<file path="config.mk">
export PLATFORM = sky130hd
export DESIGN_NAME = bsst_ctrl
export DESIGN_NICKNAME = d
export VERILOG_FILES = /design/src/hw/rtl/bsst_pkg.sv /design/src/hw/rtl/bsst_ctrl.sv
export SDC_FILE = /design/constraint.sdc
export NUM_CORES = 1
export LEC_CHECK = 0
export BUFFER_PORTS_ARGS = -buffer_cell sky130_fd_sc_hd__buf_2
export CELL_PAD_IN_SITES_DETAIL_PLACEMENT = 2
export CELL_PAD_IN_SITES_GLOBAL_PLACEMENT = 2
export CORE_AREA = 2 2 39 41
export CTS_CLUSTER_DIAMETER = 80
export DETAILED_ROUTE_END_ITERATION = 12
export DIE_AREA = 0 0 41 43
export PLACE_DENSITY = 0.5
export SETUP_SLACK_MARGIN = 0.5
export SYNTH_ARGS = -nofsm -noshare
export SYNTH_HDL_FRONTEND = slang
export SYNTH_SLANG_ARGS = --single-unit
</file>
<file path="constraint.sdc">
create_clock -name aclk -period 1 [get_ports aclk]
set_clock_uncertainty 0.15 [all_clocks]
set_input_delay 0.1 -clock aclk [delete_from_list [all_inputs] [get_ports aclk]]
set_output_delay 0.1 -clock aclk [all_outputs]
set_load 0.01 [all_outputs]
</file>
<file path="src/hw/rtl/bsst_pkg.sv">
// Shared types, codes and field layout for the sorted-table search block.
package bsst_pkg;

    // Parameter defaults
    localparam int DEFAULT_TABLE_DEPTH = 1024;
    localparam int DEFAULT_VALUE_W     = 32;

    // Field widths of the stream payloads
    localparam int IDX_W  = 10;
    localparam int WORD_W = 32;
    localparam int POS_W  = 10;

    // Signed bound width: holds -1 up to 1024
    localparam int BND_W = 12;

    // Input tdata layout, lowest bit first
    localparam int S_WIDX_LSB = 0;
    localparam int S_WVAL_LSB = S_WIDX_LSB + IDX_W;
    localparam int S_KEY_LSB  = S_WVAL_LSB + WORD_W;
    localparam int S_LOW_LSB  = S_KEY_LSB + WORD_W;
    localparam int S_HIGH_LSB = S_LOW_LSB + IDX_W;
    localparam int S_FIELDS_W = S_HIGH_LSB + IDX_W;
    localparam int S_TDATA_W  = ((S_FIELDS_W + 7) / 8) * 8;

    // Output tdata layout
    localparam int M_TDATA_W = ((POS_W + 7) / 8) * 8;

    // Action codes carried on s_tuser
    localparam logic ACT_WRITE  = 1'b0;
    localparam logic ACT_SEARCH = 1'b1;

    // Controller states
    typedef enum logic [1:0] {
        ST_IDLE,
        ST_CHECK,
        ST_PROBE,
        ST_DONE
    } bsst_state_t;

    // Commands from controller to datapath
    typedef struct packed {
        logic write;   // store the accepted entry
        logic load;    // capture key and bounds
        logic issue;   // compute mid and read the table
        logic step;    // compare and narrow the bounds
        logic push;    // move the result into the output register
    } bsst_cmd_t;

    // Status from datapath to controller
    typedef struct packed {
        logic crossed;  // low bound above high bound
        logic equal;    // probed entry matches the key
        logic out_busy; // output register full and not taken this cycle
    } bsst_status_t;

endpackage

</file>
<file path="src/hw/rtl/bsst_ctrl.sv">
// Controller state machine for the sorted-table search.
module bsst_ctrl
    import bsst_pkg::*;
(
    input  logic         aclk,
    input  logic         aresetn,
    input  logic         s_tvalid,
    input  logic         s_action,
    output logic         s_tready,
    input  bsst_status_t status,
    output bsst_cmd_t    cmd
);

    bsst_state_t state_reg, state_next;

    // Hold the state
    always_ff @(posedge aclk) begin
        if (!aresetn) begin
            state_reg <= ST_IDLE;
        end else begin
            state_reg <= state_next;
        end
    end

    // Next state
    always_comb begin
        state_next = state_reg;
        case (state_reg)
            ST_IDLE: begin
                if (s_tvalid && s_action == ACT_SEARCH) begin
                    state_next = ST_CHECK;
                end
            end
            ST_CHECK: begin
                if (status.crossed) begin
                    state_next = ST_DONE;
                end else begin
                    state_next = ST_PROBE;
                end
            end
            ST_PROBE: begin
                if (status.equal) begin
                    state_next = ST_DONE;
                end else begin
                    state_next = ST_CHECK;
                end
            end
            ST_DONE: begin
                if (!status.out_busy) begin
                    state_next = ST_IDLE;
                end
            end
            default: begin
                state_next = ST_IDLE;
            end
        endcase
    end

    // Outputs
    always_comb begin
        cmd      = '0;
        s_tready = 1'b0;
        case (state_reg)
            ST_IDLE: begin
                s_tready  = 1'b1;
                cmd.write = s_tvalid && s_action == ACT_WRITE;
                cmd.load  = s_tvalid && s_action == ACT_SEARCH;
            end
            ST_CHECK: begin
                cmd.issue = !status.crossed;
            end
            ST_PROBE: begin
                cmd.step = 1'b1;
            end
            ST_DONE: begin
                cmd.push = !status.out_busy;
            end
            default: begin
                cmd = '0;
            end
        endcase
    end

endmodule

</file>
# --- Word-level counts from Yosys, hierarchy flattened ---
# Cells that the tools add are included.
# Widths: inputs -> output; s select.
totals:
  regBits: 2
  latch_bits: 0
  mem_bits_rw: 0
  mem_bits_ro: 0
  input_bits: 7
  n_memories: 0
op_classes:
  n_addsub: 0
  n_mul: 0
  div_mod_pow: 0
  magnitude_cmp: 0
  eq_ne: 5
  shifts: 0
  mux: 10
  bitwise: 1
  reduce_logical: 6
op_table:
  columns: ["op", "n"]
  rows:
  - ["$mux 2", 4]
  - ["$pmux 2 s4", 1]
  - ["$mux 1", 5]
  - ["$eq 2x2->1 const B", 2]
  - ["$ne 2x2->1 const B", 2]
  - ["$eq 2x1->1 const B", 1]
  - ["$logic_and 1x1->1", 2]
  - ["$logic_not 1->1", 2]
  - ["$logic_not 2->1", 1]
  - ["$reduce_and 2->1", 1]
  - ["$not 1->1", 1]

# --- Longest topological paths before layout ---
# Gate-level depths: netlist (run 1).
logic_depth:
  word_depth: 3
  mapped_depth: 3

# --- Worst setup path after synthesis (run 1) ---
# No wires, ideal clock.
synth_timing:
  path_type: "flip-flop to flip-flop"
  from: "register state_reg[0]"
  to: "register state_reg[0]"
  setup_ns: 0.140
  t_arrival_ns: 0.812
  required_ns: 0.710
  setup_slack_ns: -0.102
  path_stages_with_launch: 4
  path_buffers: 0
  synth_period_minus_slack_ns: 1.102
  path_cell_list: "dfxtp_1 -> inv_2 -> nor3_2 -> a2111oi_4"
synth_between:
  elab_chain_len: 3
  word_cells_on_any_way: 8
synth_rtl:
  columns: ["element", "line_no", "rtl"]
  rows:
  - ["from (decl)", "bsst_ctrl.sv:14", "bsst_state_t state_reg, state_next;"]
  - ["from (signal assigned)", "bsst_ctrl.sv:21", "state_reg <= state_next;"]
  - ["$eq 2x2->1 or $logic_not 2->1 (tied branches)", "bsst_ctrl.sv:28", "case (state_reg)"]
  - ["$ne 2x2->1 (no line)", null, null]
  - ["$reduce_and 2->1 (no line)", null, null]
# Parallel ways exist; a longest one is shown, timed or not.
# A chain may end at the register's enable or synchronous reset.

==> impl_metrics.toml, run 1 <==
[outcome]
run_status = "complete, but fails checks"
failed_checks = "negative hold slack, negative setup slack"

[floorplan]
die_width_um = 41
die_area_um2 = 1760
core-area_um2 = 1380
pin_count = 13
die-height_um = 43
rows = 14
start_util_pct = 10.2

[clocking]
clock_path_buffers = 2
cts_root_buf = "clkbuf_4"
htreeDepth = 1
cts_sinks = 2
cts_buffers = 3
path_clk_slew_ns = 0.03
clkLatencyLatePin_ns = 0.22
tritoncts = "yes"

[flow_run]
maxCapViolations = 0

[routing]
drcViolationCount = 0
routedWlPerCell_um = 10.7
vias_per_cell = 3.73
ant_nets = 0
drt_pre_antenna_iters = 1
via_count = 205
drt_wl_total_um = 590
drt_iter0_markers = 0

[place]
numPortBuffers = 12
dp_cells = 45
gp_congestion = 0.573
hpwlAfterDp_um = 416
pre_cts_slack_ns = -0.0816

[sta]
drv_slew = 0
hold_ws_ns = -0.00599
worst_pin_slew_ns = 0.237
post-route-period-util_pct = 124
slew_headroom_pct = 84.2
setup_violations = 8
hold_viol_final = 1
min_period_ns = 1.24
worst_slack_ns = -0.240
fmax_mhz = 806
rsz0062_at_grt = "yes"

[synthesis]
syn_nets = 23
syn_inst = 16
synthTopCellsByArea = "dfxtp_1, a2111oi_4, nor2_1, nor3_2, nand2b_2"
yosys.area.top_type_share_pct = 28.3
synth.distinct_cells = 12
synth_area_um2 = 141
yosysTopAreaCell = "dfxtp_1"
yosys_register_bits = 2
yosysWarnings = 0
synth.avg_cell_area_um2 = 8.84
ys_seq_area_share_pct = 28.3

[global_route]
grt_max_degree = 5
grt_pass1_wl_um = 959
gr-usage-all-layers_pct = 8.43
grt_pass1_vias = 228
grt.overflow.total = 0
antenna_found_initial = 0

[critical_path]
crit_type = "reg -> out"
critPathLaunchType = "flop"
worstPathRequired_ns = 0.75
crit_fanout = 3
worstSetupEndpointType = "primary output"
crit_arrival_ns = 0.99

[power_and_ir_drop]
peakVddDrop_mv = 0.528
pwr_density_cell_nw_per_um2 = 1260
leakage_uw = 0.000175

[final_layout]
final_cell_mix = "buf_2, buf_6, buf_4, clkbuf_4"
largest_reg_flops = 2
n_antenna_cell = 0
instances_no_fill = 55
final_common_cell = "buf_2"
utilization_pct = 27.5
syn2layout_area_growth_pct = 169
final_nets = 48
drive_above_1_share_pct = 89.7

[worst_hold_path]
hold_class = "in -> reg"
## timing repair
item	CTS	global route
hold endpoints to repair	1	0
buffers inserted	5	2
pin swaps	4	4
endpoints found under the setup margin	8	8
resized for setup	6	1
## where the power goes
| part | switching, µW | leakage (µW) | total [µW] | internal [µW] |
|---|---|---|---|---|
| clock | 43.6 | 0.0000138 | 176 | 132 |
| combinational | 78.3 | 0.000144 | 194 | 116 |
| sequential | 17.3 | 0.0000178 | 107 | 90.0 |
| total | 139 | 0.000175 | 477 | 338 |
## final cells by class
class / instances / area [µm²]
Clock buffer: 3 / 22.5
Fill cell: 173 / 1000
Inverter: 2 / 10.0
Multi-Input combinational cell: 12 / 130
Sequential cell: 2 / 47.5
Tap cell: 16 / 20.0
Timing Repair Buffer: 20 / 150
## synth_stat cells
cell	number
nor2_2	1
dfxtp_1	2
nor2_1	3
and3_1	1
a22oi_1	1
nor3_2	1
nor2b_2	1
inv_2	1
inv_1	1
nand2_1	2
a2111oi_4	1
nand2b_2	1
## critical path, cell delays in order (launching register included)
cell,delay [ns]
dfxtp_4,0.37
inv_4,0.05
nor3_4,0.19
buf_2,0.16
## routing by layer
metal / wire, µm / global-route usage (%) / part of all wire (%)
met1: 215 / 8.97 / 36
met2: 321 / 13.8 / 54
met3: 52 / 4.71 / 8.8
met4: 0 / 2.00 / 0
met5: 0 / 0 / 0
## per-stage QoR
step                      instance area, µm²  setup TNS, ns  hold WS, ns  power, µW
after floorplan                          183        -0.0170       0.0809        187
after global placement                   270        -0.0953        0.207        233
after detailed placement                 270         -0.193        0.229        239
after CTS                                362          -1.74     -0.00644        479
after global routing                     380          -2.10       0.0117        512
final                                    380          -1.74     -0.00599        477
## final timing paths
check,start,to,slack (ns),cells after the start
worst min-delay path,status[1],state_reg[1]$_SDFFE_PN0P_,-0.006,3
worst min register to register,state_reg[0]$_SDFFE_PN0P_,state_reg[1]$_SDFFE_PN0P_,0.50,3
worst max-delay path,state_reg[0]$_SDFFE_PN0P_,cmd[2],-0.24,3
worst max register to register,state_reg[1]$_SDFFE_PN0P_,state_reg[1]$_SDFFE_PN0P_,-0.22,6
## cell families (layout without fill, tap and decap cells)
| logic type | Yosys count | in the layout | synth area share, % |
|---|---|---|---|
| compound gates | 2 | 2 | 24.8 |
| simple gates | 10 | 10 | 41.6 |
| flops | 2 | 2 | 28.3 |
| buf+inv | 2 | 25 | 5.30 |
No activity file was read; power rests on OpenSTA's default activity.
==> run 2, diff against run 1 <==
ABC_AREA = 1   (was default)
BUFFER_PORTS_ARGS = default   (was -buffer_cell sky130_fd_sc_hd__buf_2)
DONT_BUFFER_PORTS = 1   (was default)
PLACE_DENSITY = 0.33   (was 0.5)
==> run 2 against run 1 <==
The flow still finishes with violations (negative hold slack, negative setup slack). Maximum frequency grew 7.5%. Power is 17% lower. Clock-buffer cell count rose by 1. First-iteration DRC count grew 1. Wire length fell by 26%. Global-route usage fell by 1.9 points. Critical path depth unchanged. Die area unchanged. Core utilization shrank 12 points. Design area decreased by 43%. Non-clock buffer count down 17. Clock power rose by 16%.
==> impl_metrics.toml, run 2 <==
[floorplan]
die_area_um2 = 1760
die-height_um = 43
die_width_um = 41
rows = 14
start_util_pct = 8.77
pin_count = 13
core-area_um2 = 1380

[sta]
slew_headroom_pct = 85.4
hold_ws_ns = -0.123
fmax_mhz = 867
hold_viol_final = 2
setup_violations = 6
drv_slew = 0
post-route-period-util_pct = 115
rsz0062_at_grt = "yes"
min_period_ns = 1.15
worst_pin_slew_ns = 0.218
setup_tns_ns = -0.634
worst_slack_ns = -0.153

[critical_path]
critPathLaunchType = "flop"
cp_top_family = "flip-flops"
crit_slowest_cell = "dfxtp_4"
crit_arrival_ns = 0.90
worstSetupEndpointType = "primary output"
crit_chain = "nor2_4 > nand2_1 > nor2_2"
worstPathRequired_ns = 0.75
cp_num_buf_inv = 0
cp.depth = 3
crit_fanout = 6
crit_type = "reg -> out"
rr_worst_depth = 5
critPathMaxStageDelay_ns = 0.37

[global_route]
grt_pass1_wl_um = 690
grt_max_degree = 7
antenna_found_initial = 0
grt_pass1_vias = 192
grt.overflow.total = 0
gr-usage-all-layers_pct = 6.51

[final_layout]
instances_no_fill = 44
largest_reg_flops = 2
final_nets = 36
final_common_cell = "nand2_1"
final_cell_mix = "nand2_1, inv_1, clkbuf_4, buf_4"
syn2layout_area_growth_pct = 77.3
n_antenna_cell = 0
utilization_pct = 15.6
drive_above_1_share_pct = 53.6

[power_and_ir_drop]
seqPwrFrac_pct = 27.4
sw_frac_of_total_pct = 29.9
pwr_density_cell_nw_per_um2 = 1840
switchingPower_uw = 118
p_clk_share_pct = 51.9
power.total_uw = 396
comb_power_share_pct = 20.7
peakVddDrop_mv = 0.327
p_int_uw = 277
leakage_uw = 0.000108

[synthesis]
syn_nets = 28
synth_ff_type = "dfxtp_1"
synth.distinct_cells = 8
synth-edff-count = 0
yosys.area.top_type_share_pct = 33.0
ys_seq_area_share_pct = 33.0
syn_inst = 21
synth.avg_cell_area_um2 = 5.78
synth_area_um2 = 121
synth_common_cells = "inv_1, nand2_1, nor2_1"
yosys_register_bits = 2
yosysTopAreaCell = "dfxtp_1"
synthArstFlopShare_pct = 0
synthTopCellsByArea = "dfxtp_1, inv_1, nand2_1, nor2_2, nor2_1"
yosysWarnings = 0

[routing]
vias_per_cell = 3.61
routedWlPerCell_um = 9.91
drt_wl_total_um = 436
via_count = 159
drt_iter0_markers = 1
drt_pre_antenna_iters = 2
ant_nets = 0
drcViolationCount = 0

[clocking]
path_clk_slew_ns = 0.04
cts_buffers = 3
htreeDepth = 1
clock_path_buffers = 2
tritoncts = "yes"
clkLatencyLatePin_ns = 0.23
cts_sinks = 2
cts_root_buf = "clkbuf_4"

[outcome]
run_status = "complete, but fails checks"
failed_checks = "negative hold slack, negative setup slack"

[place]
gp_congestion = 0.496
hpwlAfterDp_um = 328
numPortBuffers = 0
dp_cells = 39
pre_cts_slack_ns = 0.0479

[flow_run]
maxCapViolations = 0

[worst_hold_path]
hold_class = "in -> reg"
holdPathStages = 2
run 2: cell count changes in the layout (fill, tap and decap cells not counted), sizes merged, moves of 2 or more:
| cell | previous run | this run |
|---|---|---|
| nand2 | 2 | 5 |
| nand3 | 0 | 2 |
| inv | 2 | 5 |
| buf | 20 | 3 |
run 2: layer usage:
layer	share of wire [%]	up-vias	GRT usage [%]
li1	-	79	-
met1	39	72	5.41
met2	55	8	9.38
met3	5.5	0	3.14
met4	0	0	8.00
met5	0	-	0
run 2: worst register-to-register path: stages, from the launching register on:
cell	delay, ns
dfxtp_4	0.37
nor2_4	0.10
buf_4	0.11
nand2_1	0.04
nand2_1	0.07
nor2_2	0.03
run 2: stage by stage:
| stage | area [µm²] | hold WS, ns |
|---|---|---|
| after global placement | 169 | 0.0838 |
| after floorplan | 134 | 0.0809 |
| after global routing | 215 | -0.129 |
| final | 215 | -0.123 |
| after detailed placement | 169 | 0.0844 |
| after CTS | 215 | -0.132 |
run 2: cells by family after synthesis:
logic type	share of synthesized area, %
AND/OR/NAND/NOR	47.4
buffers and inverters	15.5
flip-flops	33.0
AO/OA/AOI/OAI	4.12
run 2: final cells by class:
cell class              instances  area, µm²
clock buffers                   4       26.3
fillers                       165       1170
inverters                       5       18.8
multi-input cells              14       80.1
flip-flops and latches          2       47.5
well taps                      16       20.0
repair buffers                  3       22.5
run 2: worst paths after layout:
path                        startpoint                         to  slack [ns]
max          state_reg[0]$_SDFFE_PN0P_                     cmd[4]       -0.15
min                            aresetn  state_reg[0]$_SDFFE_PN0P_       -0.12
max reg2reg  state_reg[0]$_SDFFE_PN0P_  state_reg[0]$_SDFFE_PN0P_        0.02
min reg2reg  state_reg[1]$_SDFFE_PN0P_  state_reg[1]$_SDFFE_PN0P_        0.41
run 2: power by group through the flow:
stage / combinational (µW) / sequential (µW) / clock [µW]
5_1_grt: 92.6 / 111 / 223
2_1_floorplan: 49.2 / 104 / 0
4_1_cts: 83.4 / 109 / 220
3_5_place_dp: 71.8 / 108 / 0
3_3_place_gp: 69.1 / 108 / 0
6_report: 81.9 / 108 / 205
run 2: timing repair:
action                                  in CTS  in global routing
gates resized for setup                      3                  0
endpoints found under the setup margin       8                  8
endpoints found under the hold margin        2                  2
pin swaps                                    1                  1
setup buffers                                1                  0
==> run 3, diff against run 2 <==
CORE_AREA = 10 10 47 49   (was 2 2 39 41)
DIE_AREA = 0 0 57 59   (was 0 0 41 43)
GPL_TIMING_DRIVEN = 0   (was default)
==> run 3 against run 2 <==
The flow still finishes with violations (negative hold slack, negative setup slack). Sequential power hardly changed. Maximum frequency is 3.3% lower. Power is 1.8% higher. Die area is 91% higher. Sequential share of layout area is 3.6 points lower. First-iteration DRC count grew to 4.0 times the previous value. Combinational power is 17% higher. Non-clock buffer count is 1 higher. Sequential cell count stayed put. Critical path depth stayed put. Final cell count is 2.3% higher. Global-route usage is 3.3 points lower. Critical path type unchanged. Largest power group unchanged.
==> impl_metrics.toml, run 3 (synthesis gave the netlist of run 2 again) <==
[outcome]
run_status = "complete, but fails checks"
failed_checks = "negative hold slack, negative setup slack"

[global_route]
grt_max_degree = 6
grt.overflow.total = 0
grt_pass1_wl_um = 745
grt_pass1_vias = 177
gr-usage-all-layers_pct = 3.19
antenna_found_initial = 0

[sta]
setup_violations = 7
drv_slew = 0
post-route-period-util_pct = 119
rsz0062_at_grt = "yes"
min_period_ns = 1.19
slew_headroom_pct = 81.7
fmax_mhz = 838
hold_viol_final = 2
worst_slack_ns = -0.193
hold_ws_ns = -0.163
worst_pin_slew_ns = 0.272

[place]
numPortBuffers = 0
dp_cells = 37
gp_congestion = 0.625
hpwlAfterDp_um = 408
pre_cts_slack_ns = -0.00424

[critical_path]
worstPathRequired_ns = 0.75
worstSetupEndpointType = "primary output"
critPathLaunchType = "flop"
crit_fanout = 4
crit_arrival_ns = 0.94
crit_type = "reg -> out"

[clocking]
path_clk_slew_ns = 0.03
htreeDepth = 1
tritoncts = "yes"
clkLatencyLatePin_ns = 0.23
cts_root_buf = "clkbuf_4"
clock_path_buffers = 2
cts_buffers = 3
cts_sinks = 2

[worst_hold_path]
hold_class = "in -> reg"

[power_and_ir_drop]
peakVddDrop_mv = 0.484
pwr_density_cell_nw_per_um2 = 1570
leakage_uw = 0.000120
power.total_uw = 403

[final_layout]
final_nets = 37
syn2layout_area_growth_pct = 111
drive_above_1_share_pct = 69.0
instances_no_fill = 45
fillCellCount = 180
n_antenna_cell = 0
largest_reg_flops = 2
final_cell_mix = "nor2_2, nand2_1, inv_1, clkbuf_4"

[floorplan]
die-height_um = 59
die_area_um2 = 3360
die_width_um = 57
rows = 14
start_util_pct = 8.66
core-area_um2 = 1400
pin_count = 13

[routing]
vias_per_cell = 3.53
drt_wl_total_um = 511
via_count = 159
drt_iter0_markers = 4
ant_nets = 0
drt_pre_antenna_iters = 2
routedWlPerCell_um = 11.4
drcViolationCount = 0

[flow_run]
maxCapViolations = 0
==> run 3: worst paths after layout <==
| path | cells past startpoint | startpoint | endpoint | slack (ns) |
|---|---|---|---|---|
| setup / recovery | 3 | state_reg[1]$_SDFFE_PN0P_ | cmd[4] | -0.19 |
| hold / removal | 2 | aresetn | state_reg[0]$_SDFFE_PN0P_ | -0.16 |
| setup reg to reg | 5 | state_reg[0]$_SDFFE_PN0P_ | state_reg[1]$_SDFFE_PN0P_ | -0.06 |
| hold reg to reg | 3 | state_reg[1]$_SDFFE_PN0P_ | state_reg[1]$_SDFFE_PN0P_ | 0.49 |
==> run 3: what timing repair did <==
action | 4_1_cts | 5_1_grt
gates resized for setup | 7 | 5
buffers inserted | 2 | 2
endpoints found under the hold margin | 2 | 2
endpoints found under the setup margin | 8 | 8
pin swaps | 1 | 3
==> run 3: layer usage <==
layer | share of wire, % | vias up | GRT usage, % | routed length, µm
met5 | 0 | - | 0 | 0
met1 | 34 | 68 | 1.89 | 172
met4 | 0 | 0 | 3.02 | 0
li1 | - | 81 | - | -
met3 | 21 | 0 | 4.51 | 105
met2 | 46 | 10 | 4.34 | 234
==> run 3: report_power, final <==
| part | leakage, µW | switching (µW) | internal (µW) | total, µW |
|---|---|---|---|---|
| clock | 0.0000150 | 52.2 | 149 | 201 |
| sequential | 0.0000178 | 16.7 | 89.4 | 106 |
| combinational | 0.0000868 | 52.8 | 42.8 | 95.7 |
==> run 3: critical path, stage by stage (launching register included) <==
cell and delay [ns]:
dfxtp_4 0.35, nor2_4 0.15, nand2_1 0.08, nor2_2 0.14
==> run 3: cell type report <==
cell class	count	area [µm²]	share of cell area, %
multi-input combinational	14	104	40.5
sequential	2	47.5	18.5
timing repair buffer	4	37.5	14.6
clock buffer	4	26.3	10.2
inverter	5	21.3	8.29
tap	16	20.0	7.80
==> run 3: through the flow <==
step | hold slack (ns) | util, % | TNS, ns | instance area, µm²
2_1_floorplan | 0.0809 | - | 0 | 134
3_3_place_gp | 0.0864 | 11.0 | 0 | 154
3_5_place_dp | 0.0850 | 11.0 | -0.00424 | 154
4_1_cts | -0.163 | 16.0 | -0.685 | 224
5_1_grt | -0.174 | 18.3 | -1.03 | 256
6_report | -0.163 | 18.3 | -0.689 | 256
